## config.mk

```make
export PLATFORM = sky130hd
export DESIGN_NAME = integer_to_roman_numeral_unit
export DESIGN_NICKNAME = d
export VERILOG_FILES = /design/src/itrn_pkg.sv /design/src/itrn_ctrl.sv /design/src/itrn_datapath.sv /design/src/integer_to_roman_numeral_unit.sv
export SDC_FILE = /design/constraint.sdc
export NUM_CORES = 1
export LEC_CHECK = 0
export ABC_AREA = 1
export BUFFER_PORTS_ARGS = -buffer_cell sky130_fd_sc_hd__buf_2
export CORE_MARGIN = 3
export CORE_UTILIZATION = 47
export CTS_CLUSTER_SIZE = 10
export DETAILED_ROUTE_END_ITERATION = 8
export GPL_TIMING_DRIVEN = 0
export PLACE_DENSITY = 0.68
export SLEW_MARGIN = 30
export SYNTH_ARGS = -nofsm -noshare
export SYNTH_HDL_FRONTEND = slang
export SYNTH_SLANG_ARGS = --single-unit
```

## constraint.sdc

```tcl
create_clock -name i_clk -period 5.7 [get_ports i_clk]
set_clock_uncertainty 0.05 [all_clocks]
set_input_delay 1.14 -clock i_clk [delete_from_list [all_inputs] [get_ports i_clk]]
set_output_delay 1.14 -clock i_clk [all_outputs]
set_load 0.02 [all_outputs]
```

## src/itrn_pkg.sv

```systemverilog
// itrn_pkg: shared types, tables and helpers for the integer to roman numeral unit
// no dependencies; imported by itrn_ctrl, itrn_datapath and the top level
`default_nettype none

package itrn_pkg;

    localparam int unsigned VALUE_W   = 12;
    localparam int unsigned CHAR_W    = 8;
    localparam int unsigned NUM_WEIGHTS = 13;
    localparam int unsigned IDX_W     = 4;
    localparam logic [VALUE_W-1:0] MAX_VALID = 12'd3999;

    typedef logic [VALUE_W-1:0] t_value;
    typedef logic [CHAR_W-1:0]  t_char;
    typedef logic [IDX_W-1:0]   t_idx;

    // controller states
    typedef enum logic [1:0] {
        ST_IDLE,
        ST_ERROR,
        ST_LEAD,
        ST_TRAIL
    } t_state;

    // commands from controller to datapath
    typedef struct packed {
        logic load;
        logic emit_err;
        logic emit_lead;
        logic emit_trail;
    } t_cmd;

    // status from datapath to controller
    typedef struct packed {
        logic range_ok;
        logic two_char;
        logic lead_last;
        logic rem_zero;
    } t_status;

    // weight of each table entry, largest first
    function automatic t_value weight_of(input t_idx idx);
        t_value w;
        unique case (idx)
            4'd0:    w = 12'd1000;
            4'd1:    w = 12'd900;
            4'd2:    w = 12'd500;
            4'd3:    w = 12'd400;
            4'd4:    w = 12'd100;
            4'd5:    w = 12'd90;
            4'd6:    w = 12'd50;
            4'd7:    w = 12'd40;
            4'd8:    w = 12'd10;
            4'd9:    w = 12'd9;
            4'd10:   w = 12'd5;
            4'd11:   w = 12'd4;
            4'd12:   w = 12'd1;
            default: w = 12'd1;
        endcase
        return w;
    endfunction

    // first character of each symbol
    function automatic t_char lead_of(input t_idx idx);
        t_char c;
        unique case (idx)
            4'd0:                      c = 8'h4D; // M
            4'd1, 4'd3, 4'd4:          c = 8'h43; // C
            4'd2:                      c = 8'h44; // D
            4'd5, 4'd7, 4'd8:          c = 8'h58; // X
            4'd6:                      c = 8'h4C; // L
            4'd10:                     c = 8'h56; // V
            4'd9, 4'd11, 4'd12:        c = 8'h49; // I
            default:                   c = 8'h49;
        endcase
        return c;
    endfunction

    // second character of the subtractive pairs
    function automatic t_char trail_of(input t_idx idx);
        t_char c;
        unique case (idx)
            4'd1:    c = 8'h4D; // M
            4'd3:    c = 8'h44; // D
            4'd5:    c = 8'h43; // C
            4'd7:    c = 8'h4C; // L
            4'd9:    c = 8'h58; // X
            4'd11:   c = 8'h56; // V
            default: c = 8'h00;
        endcase
        return c;
    endfunction

    // subtractive pairs sit at the odd entries
    function automatic logic is_pair(input t_idx idx);
        return idx[0];
    endfunction

    // entry with the largest weight not above rem
    function automatic t_idx pick_index(input t_value rem);
        t_idx sel;
        sel = t_idx'(NUM_WEIGHTS - 1);
        for (int i = NUM_WEIGHTS - 1; i >= 0; i--) begin
            if (rem >= weight_of(t_idx'(i))) begin
                sel = t_idx'(i);
            end
        end
        return sel;
    endfunction

endpackage

`default_nettype wire

```

## src/itrn_ctrl.sv

```systemverilog
// itrn_ctrl: sequencing state machine for the roman numeral unit
// depends on itrn_pkg; drives itrn_datapath through t_cmd, reads t_status
`default_nettype none

module itrn_ctrl (
    input  wire logic             i_clk,
    input  wire logic             i_rst_n,
    input  wire logic             i_start,
    input  itrn_pkg::t_status     i_status,
    output itrn_pkg::t_cmd        o_cmd,
    output logic                  o_busy
);
    import itrn_pkg::*;

    t_state r_state;
    t_state n_state;

    // state register
    always_ff @(posedge i_clk) begin
        if (!i_rst_n) begin
            r_state <= ST_IDLE;
        end else begin
            r_state <= n_state;
        end
    end

    // next state
    always_comb begin
        n_state = r_state;
        unique case (r_state)
            ST_IDLE: begin
                if (i_start) begin
                    n_state = i_status.range_ok ? ST_LEAD : ST_ERROR;
                end
            end
            ST_ERROR: begin
                n_state = ST_IDLE;
            end
            ST_LEAD: begin
                if (i_status.two_char) begin
                    n_state = ST_TRAIL;
                end else if (i_status.lead_last) begin
                    n_state = ST_IDLE;
                end
            end
            ST_TRAIL: begin
                n_state = i_status.rem_zero ? ST_IDLE : ST_LEAD;
            end
            default: n_state = ST_IDLE;
        endcase
    end

    // commands
    always_comb begin
        o_cmd  = '0;
        o_busy = 1'b1;
        unique case (r_state)
            ST_IDLE: begin
                o_busy     = 1'b0;
                o_cmd.load = i_start;
            end
            ST_ERROR: o_cmd.emit_err   = 1'b1;
            ST_LEAD:  o_cmd.emit_lead  = 1'b1;
            ST_TRAIL: o_cmd.emit_trail = 1'b1;
            default:  o_busy = 1'b1;
        endcase
    end

endmodule

`default_nettype wire

```

## src/itrn_datapath.sv

```systemverilog
// itrn_datapath: remainder register, symbol selection and result registers
// depends on itrn_pkg; commanded by itrn_ctrl
`default_nettype none

module itrn_datapath (
    input  wire logic                  i_clk,
    input  wire logic                  i_rst_n,
    input  itrn_pkg::t_value           i_value,
    input  itrn_pkg::t_cmd             i_cmd,
    output itrn_pkg::t_status          o_status,
    output logic                       o_strobe,
    output itrn_pkg::t_char            o_symbol_char,
    output logic                       o_last_char,
    output logic                       o_range_error
);
    import itrn_pkg::*;

    t_value r_rem;
    t_idx   r_idx;
    logic   r_strobe;
    t_char  r_char;
    logic   r_last;
    logic   r_err;

    t_idx   sel;
    t_value rem_next;

    // largest symbol that fits the remainder
    assign sel      = pick_index(r_rem);
    assign rem_next = r_rem - weight_of(sel);

    // status to the controller
    always_comb begin
        o_status.range_ok  = (i_value != '0) && (i_value <= MAX_VALID);
        o_status.two_char  = is_pair(sel);
        o_status.lead_last = !is_pair(sel) && (rem_next == '0);
        o_status.rem_zero  = (r_rem == '0);
    end

    // remainder and pending pair index
    always_ff @(posedge i_clk) begin
        if (i_cmd.load) begin
            r_rem <= i_value;
        end else if (i_cmd.emit_lead) begin
            r_rem <= rem_next;
            r_idx <= sel;
        end
    end

    // result strobe
    always_ff @(posedge i_clk) begin
        if (!i_rst_n) begin
            r_strobe <= 1'b0;
        end else begin
            r_strobe <= i_cmd.emit_err | i_cmd.emit_lead | i_cmd.emit_trail;
        end
    end

    // result payload
    always_ff @(posedge i_clk) begin
        priority if (i_cmd.emit_err) begin
            r_char <= '0;
            r_last <= 1'b1;
            r_err  <= 1'b1;
        end else if (i_cmd.emit_lead) begin
            r_char <= lead_of(sel);
            r_last <= !is_pair(sel) && (rem_next == '0);
            r_err  <= 1'b0;
        end else if (i_cmd.emit_trail) begin
            r_char <= trail_of(r_idx);
            r_last <= (r_rem == '0);
            r_err  <= 1'b0;
        end
    end

    assign o_strobe      = r_strobe;
    assign o_symbol_char = r_char;
    assign o_last_char   = r_last;
    assign o_range_error = r_err;

endmodule

`default_nettype wire

```

## src/integer_to_roman_numeral_unit.sv

```systemverilog
// integer_to_roman_numeral_unit: converts 1..3999 to roman numeral characters
// start loads the state and remainder registers, then the first character is registered
// a numeral has at most 15 characters; a new start is taken only in idle, once the last
//   character or the range error has left; while busy one character leaves per cycle
// results leave on a one-cycle strobe; the receiver cannot stall
// reset: synchronous active low, returns to idle and drops the strobe
`default_nettype none

module integer_to_roman_numeral_unit (
    input  wire logic              i_clk,
    input  wire logic              i_rst_n,
    input  wire logic              start,
    output logic                   busy,
    input  itrn_pkg::t_value       i_value,
    output logic                   o_strobe,
    output itrn_pkg::t_char        o_symbol_char,
    output logic                   o_last_char,
    output logic                   o_range_error
);
    import itrn_pkg::*;

    t_cmd    cmd;
    t_status status;

    // sequencer
    itrn_ctrl u_ctrl (
        .i_clk    (i_clk),
        .i_rst_n  (i_rst_n),
        .i_start  (start),
        .i_status (status),
        .o_cmd    (cmd),
        .o_busy   (busy)
    );

    // remainder and output registers
    itrn_datapath u_datapath (
        .i_clk         (i_clk),
        .i_rst_n       (i_rst_n),
        .i_value       (i_value),
        .i_cmd         (cmd),
        .o_status      (status),
        .o_strobe      (o_strobe),
        .o_symbol_char (o_symbol_char),
        .o_last_char   (o_last_char),
        .o_range_error (o_range_error)
    );

endmodule

`default_nettype wire
```

# Word-level counts from Yosys, hierarchy flattened
# Memories as Yosys holds them, arrays and structs flattened.
# Index checks and enable logic that the tools add are counted.
[word_totals]
mem_bits_ro = 240
input_bits = 15
out_inout_bits = 12
reg_bits = 29
n_memories = 2
[op_classes]
n_reduce_logical = 11
n_lt_le_gt_ge = 13
add_sub_neg = 1
n_bitwise = 3
mux = 32
n_eq_ne = 11
[memory_table]
columns = ["memory", "depth", "width", "rd", "rd_clocked_by_memory_dff", "write_ports", "line", "rtl"]
rows = [
  ["(no name shown)", 16, 10, 1, 0, 0, "itrn_pkg.sv:44", "unique case (idx)"],
  ["(no name shown)", 16, 5, 1, 0, 0, "itrn_pkg.sv:66", "unique case (idx)"],
]
[ops]
columns = ["cell", "count"]
rows = [
  ["$pmux 7 s6", 1],
  ["$mux 4", 8],
  ["$ge 12x10->1 const B", 2],
  ["$ge 12x3->1 const B", 2],
  ["$ge 12x4->1 const B", 2],
  ["$ge 12x6->1 const B", 2],
  ["$ge 12x7->1 const B", 2],
  ["$ge 12x9->1 const B", 2],
  ["$logic_not 12->1", 2],
  ["$mux 12", 2],
  ["$mux 8", 2],
  ["$le 12x12->1 const B", 1],
  ["$mux 3", 4],
  ["$reduce_bool 12->1", 1],
  ["$sub 12x12->12", 1],
  ["$mux 2", 5],
  ["$mux 1", 9],
  ["$eq 4x3->1 const B", 2],
  ["$eq 4x4->1 const B", 2],
  ["$pmux 2 s4", 1],
  ["$eq 2x2->1 const B", 2],
  ["$eq 4x1->1 const B", 1],
  ["$eq 4x2->1 const B", 1],
  ["$reduce_and 2->1", 2],
  ["other kinds (9)", 12],
]

# Logic depth before layout (Yosys ltp)
# An unclocked memory read counts as a cell.
[logic_depth]
word_depth = 20
mapped_depth = 34
depth_no_buf = 34

# Hierarchy
# From an unflattened synthesis, not the netlist that was laid out.
[unflattened]
hier_cells = 351
area_unflattened_um2 = 2367.3
[modules_own_cells]
columns = ["mod", "instances", "cells_each", "seq_area_each_um2", "area_each_um2"]
rows = [
  ["itrn_datapath", 1, 325, 660.6, 2220.9],
  ["itrn_ctrl", 1, 26, 40.0, 146.4],
]

# Worst setup path after synthesis
# No wires, ideal clock.
[synth_path]
path_kind = "register -> register"
from = "register u_datapath.r_rem[9]"
to = "register u_ctrl.r_state[1]"
t_arrival_ns = 3.655
setup_slack_ns = 1.884
path_stages_with_launch = 31
n_path_buf = 0
setup_ns = 0.112
synth_period_minus_slack_ns = 3.816
path_cell_list = "edfxtp_1 -> nor2_4 -> nand2_2 -> nor2_4 -> nand3_1 -> nand2_1 -> nand2_1 -> nand2_1 -> nand2_1 -> nand2_1 -> nand2_1 -> nand2_2 -> nand2_4 -> ha_1 -> inv_1 -> nor2_1 -> o21ai_0 -> inv_1 -> fa_1 -> o21ai_0 -> a21oi_1 -> xor2_1 -> nand2_1 -> nor2_1 -> nand3_1 -> nor2_1 -> nor2_1 -> nand2_1 -> nand2_1 -> nor2_1 -> nor2_1"
[synth_between]
elab_chain_cells = 19
[synth_lines]
columns = ["element", "line", "rtl"]
rows = [
  ["start, declared", "itrn_datapath.sv:18", "t_value r_rem;"],
  ["start signal, assigned", "itrn_datapath.sv:43", "r_rem <= i_value;"],
  ["start signal, assigned", "itrn_datapath.sv:45", "r_rem <= rem_next;"],
  ["$ge 12x3->1", "itrn_pkg.sv:104", "if (rem >= weight_of(t_idx'(i))) begin"],
  ["$mux 3 (4 in series)", "itrn_pkg.sv:104", ""],
  ["$mux 4 (8 in series)", "itrn_pkg.sv:104", ""],
  ["$mem_v2 16x10", "--", ""],
  ["$sub 12x12->12", "itrn_datapath.sv:30", "assign rem_next = r_rem - weight_of(sel);"],
  ["$logic_not 12->1", "itrn_datapath.sv:36", "o_status.lead_last = !is_pair(sel) && (rem_next == '0);"],
  ["$logic_and 1x1->1", "itrn_datapath.sv:36", ""],
  ["$ne 3x2->1 (no line)", "--", ""],
  ["$reduce_and 2->1 (no line)", "--", ""],
  ["end signal, assigned", "itrn_ctrl.sv:23", "r_state <= n_state;"],
  ["end, declared", "itrn_ctrl.sv:15", "t_state r_state;"],
]
# Several ways; a longest one is shown, not always the timed one.
# A chain may end at the register's enable or synchronous reset.

# Final worst setup path
[layout_path]
from = "register u_datapath.r_rem[11]"
to = "register u_ctrl.r_state[1]"
# Same word-level chain as after synthesis.

==> results.cfg <==
[finish]
final_cells = 405
drive_gt1_share_pct = 16.15
area_growth_pct = 10.41
nets = 384
antenna_cells = 0
design_area_um2 = 2507

[timing]
fin_hold_ws_ns = 0.4223
hold_violations = 0
slew-limit-headroom_pct = 51.44
rsz0062_at_grt = false
worst_pin_slew_ns = 0.7258
setup_viol = 0
slew_viol_final = 0
fin_setup_tns_ns = 0
max_clock_freq_mhz = 218.8
finalCritPeriodShare_pct = 80.17
final.min_clock_period_ns = 4.570

[clock_tree]
clkSlewWorstSetupHoldPaths_ns = 0.11
cts_buffers = 3
htree_levels = 1
ctsHoldBuffers = 0
insertion_delay_ns = 0.28
cts_buffer_depth = 2
ctsRootBufferMaster = clkbuf_8
cts_setup_buffers = 0
cts_tree = done
clock_sinks = 27
post_cts_resized = 0

[detailed_routing]
dr_wl_met2_um = 2358
via_per_inst = 5.333
dr.max_layer_used = met4
vias = 2160
drc = 0
ant_nets = 0
wirelength_um = 5303
drt_iter0_drc = 119
drt-pass1-iter-count = 4
wl_met1_um = 2649
wl_per_cell_um = 13.09
wl_met3_um = 224

[synth]
synth-xor-area-share_pct = 2.700
synth_area_um2 = 2271
dominantRegCellSynth = edfxtp_1
synth_top_area_share_pct = 21.16
yosys.area_share.simple_pct = 32.45
synth_seq_area_share_pct = 30.85
ys_ff_latch = 27
yosys.area_share.adder_pct = 8.595
netlist_top_cells_count = 86 x nand2_1, 41 x inv_1, 39 x nor2_1
synth-compound-area-share_pct = 16.97
synth_top_area_cell = edfxtp_1
synth.area.mux_share_pct = 0
synthCells = 324
async_flop_share_pct = 0
synth_area_leaders = edfxtp_1 21%, nand2_1 14%, dfxtp_1 9.7%
yosys.cell_count.top_type = nand2_1
synth_area_per_cell_um2 = 7.009
synth_top_family_by_area = simple AND/OR/NAND/NOR gates
ys_types = 42
synth_edf_count = 16
ys_warn_count = 0

[die]
die_h_um = 75.51
die_w_um = 75.51
rows = 24
coreArea_um2 = 4504
initial_utilization_pct = 50.42
boundaryPins = 27
die_area_um2 = 5702

[status]
status = complete, no violations

[hold_path]
min_path_type = reg2reg
min_path_cells = 2

[global_route]
grt_overflow = 0
grt_max_degree = 17
antenna_found_initial = 0
gr-usage-all-layers_pct = 19.98
grt_pass1_wl_um = 8776
grt_pass1_vias = 1945

[worst_setup_path]
end_kind = register
path_max_fanout = 9
path_common_cell = nand2_1
startpoint_type = register
rr_worst_depth = 30
crit_path_max_incr_delay_ns = 0.46
cpMaxStageDelayCell = fa_1
arrival_ns = 4.70
cp.required_ns = 5.83
path_class = reg2reg

[power]
leakage_nw = 1.203
power_density_nw_per_um2 = 692.5
ir_drop_mv = 0.2910

[flow_run]
maxCapViolations = 0

[place]
io_buffers = 24
detailed_place.area_um2 = 2460
place.gp.congestion = 0.9265
place_inst = 401
dpl.hpwl_um = 4347
==> where the power goes <==
group	switching [mW]	leakage (nW)	internal, mW
clock network	0.0670	0.0260	0.0502
registers	0.0892	0.249	0.325
logic	0.781	0.928	0.424
==> sequential cells by signal, summed over array words and instances (netlist names) <==
| name | flops |
|---|---|
| u_ctrl.r_state | 2 |
| u_datapath.o_symbol_char | 6 |
| u_datapath.o_last_char | 1 |
| u_datapath.r_rem | 12 |
| u_datapath.o_range_error | 1 |
| u_datapath.r_idx | 4 |
| u_datapath.o_strobe | 1 |
==> path summary, 6_finish.rpt <==
kind,start,endpoint,slack [ns]
max reg2reg,u_datapath.r_rem[11]$_DFFE_PP_,u_ctrl.r_state[1]$_SDFFE_PN0P_,1.13
min,u_datapath.o_range_error$_SDFFE_PN1P_,u_datapath.o_range_error$_SDFFE_PN1P_,0.42
min reg2reg,u_datapath.o_range_error$_SDFFE_PN1P_,u_datapath.o_range_error$_SDFFE_PN1P_,0.42
max,u_datapath.r_rem[11]$_DFFE_PP_,u_ctrl.r_state[1]$_SDFFE_PN0P_,1.13
==> layout by cell type, fill, tap and decap left out, drive strengths merged, types with 2 or more instances in the layout <==
cell | Yosys | final
a21oi | 24 | 24
a31o | 2 | 2
a31oi | 4 | 4
a41oi | 2 | 2
buf | 2 | 26
clkbuf | 1 | 4
conb | 1 | 2
dfxtp | 11 | 11
edfxtp | 16 | 16
ha | 14 | 14
inv | 44 | 45
nand2 | 92 | 92
nand3 | 15 | 15
nand4 | 3 | 3
nor2 | 45 | 45
nor3 | 2 | 2
nor4 | 5 | 5
o211ai | 3 | 3
o21a | 2 | 2
o21ai | 17 | 17
o21bai | 2 | 2
or2 | 2 | 2
xor2 | 6 | 6
==> area by class of cell <==
cell class | count | area, um^2
fillers | 462 | 1997
well taps | 52 | 65.06
repair buffers | 24 | 120.1
multi-input cells | 250 | 1386
plain buffers | 3 | 18.77
clock buffers | 3 | 41.29
flip-flops and latches | 27 | 700.7
inverters | 45 | 168.9
clock inverters | 1 | 6.256
==> per-stage QoR <==
| step | power, mW | utilization [%] | setup WS, ns |
|---|---|---|---|
| floorplan | 1.341 | - | 1.884 |
| global placement | 1.582 | 54.61 | 1.264 |
| detailed placement | 1.604 | 54.61 | 1.223 |
| CTS | 1.732 | 55.67 | 1.182 |
| global route | 1.931 | 55.67 | 0.6796 |
| finish | 1.736 | 55.67 | 1.130 |
==> routing by layer <==
metal / vias up / global-route usage, %
met4: 0 / 4.660
met5: - / 0
li1: 1134 / -
met2: 56 / 32.41
met3: 6 / 2.902
met1: 964 / 28.15
==> critical path, delay by kind of cell, from the launching register on <==
family / cells / cell delay [ns]
and+or+nand+nor: 22 / 1.95
AOI/OAI and AO/OA: 3 / 0.82
DFF: 1 / 0.45
xor gates and xnor gates: 1 / 0.20
buffers and inverters: 2 / 0.19
adders and majority gates: 2 / 0.77
==> logic make-up (layout without fill, tap and decap cells) <==
| group | after synthesis | count (layout) |
|---|---|---|
| xor+xnor | 7 | 7 |
| flops | 27 | 27 |
| compound gates | 60 | 60 |
| buf+inv | 48 | 76 |
| simple gates | 166 | 166 |
| other cells | 1 | 2 |
| fa+ha+maj | 15 | 15 |
No activity file was read; power rests on OpenSTA's default activity.
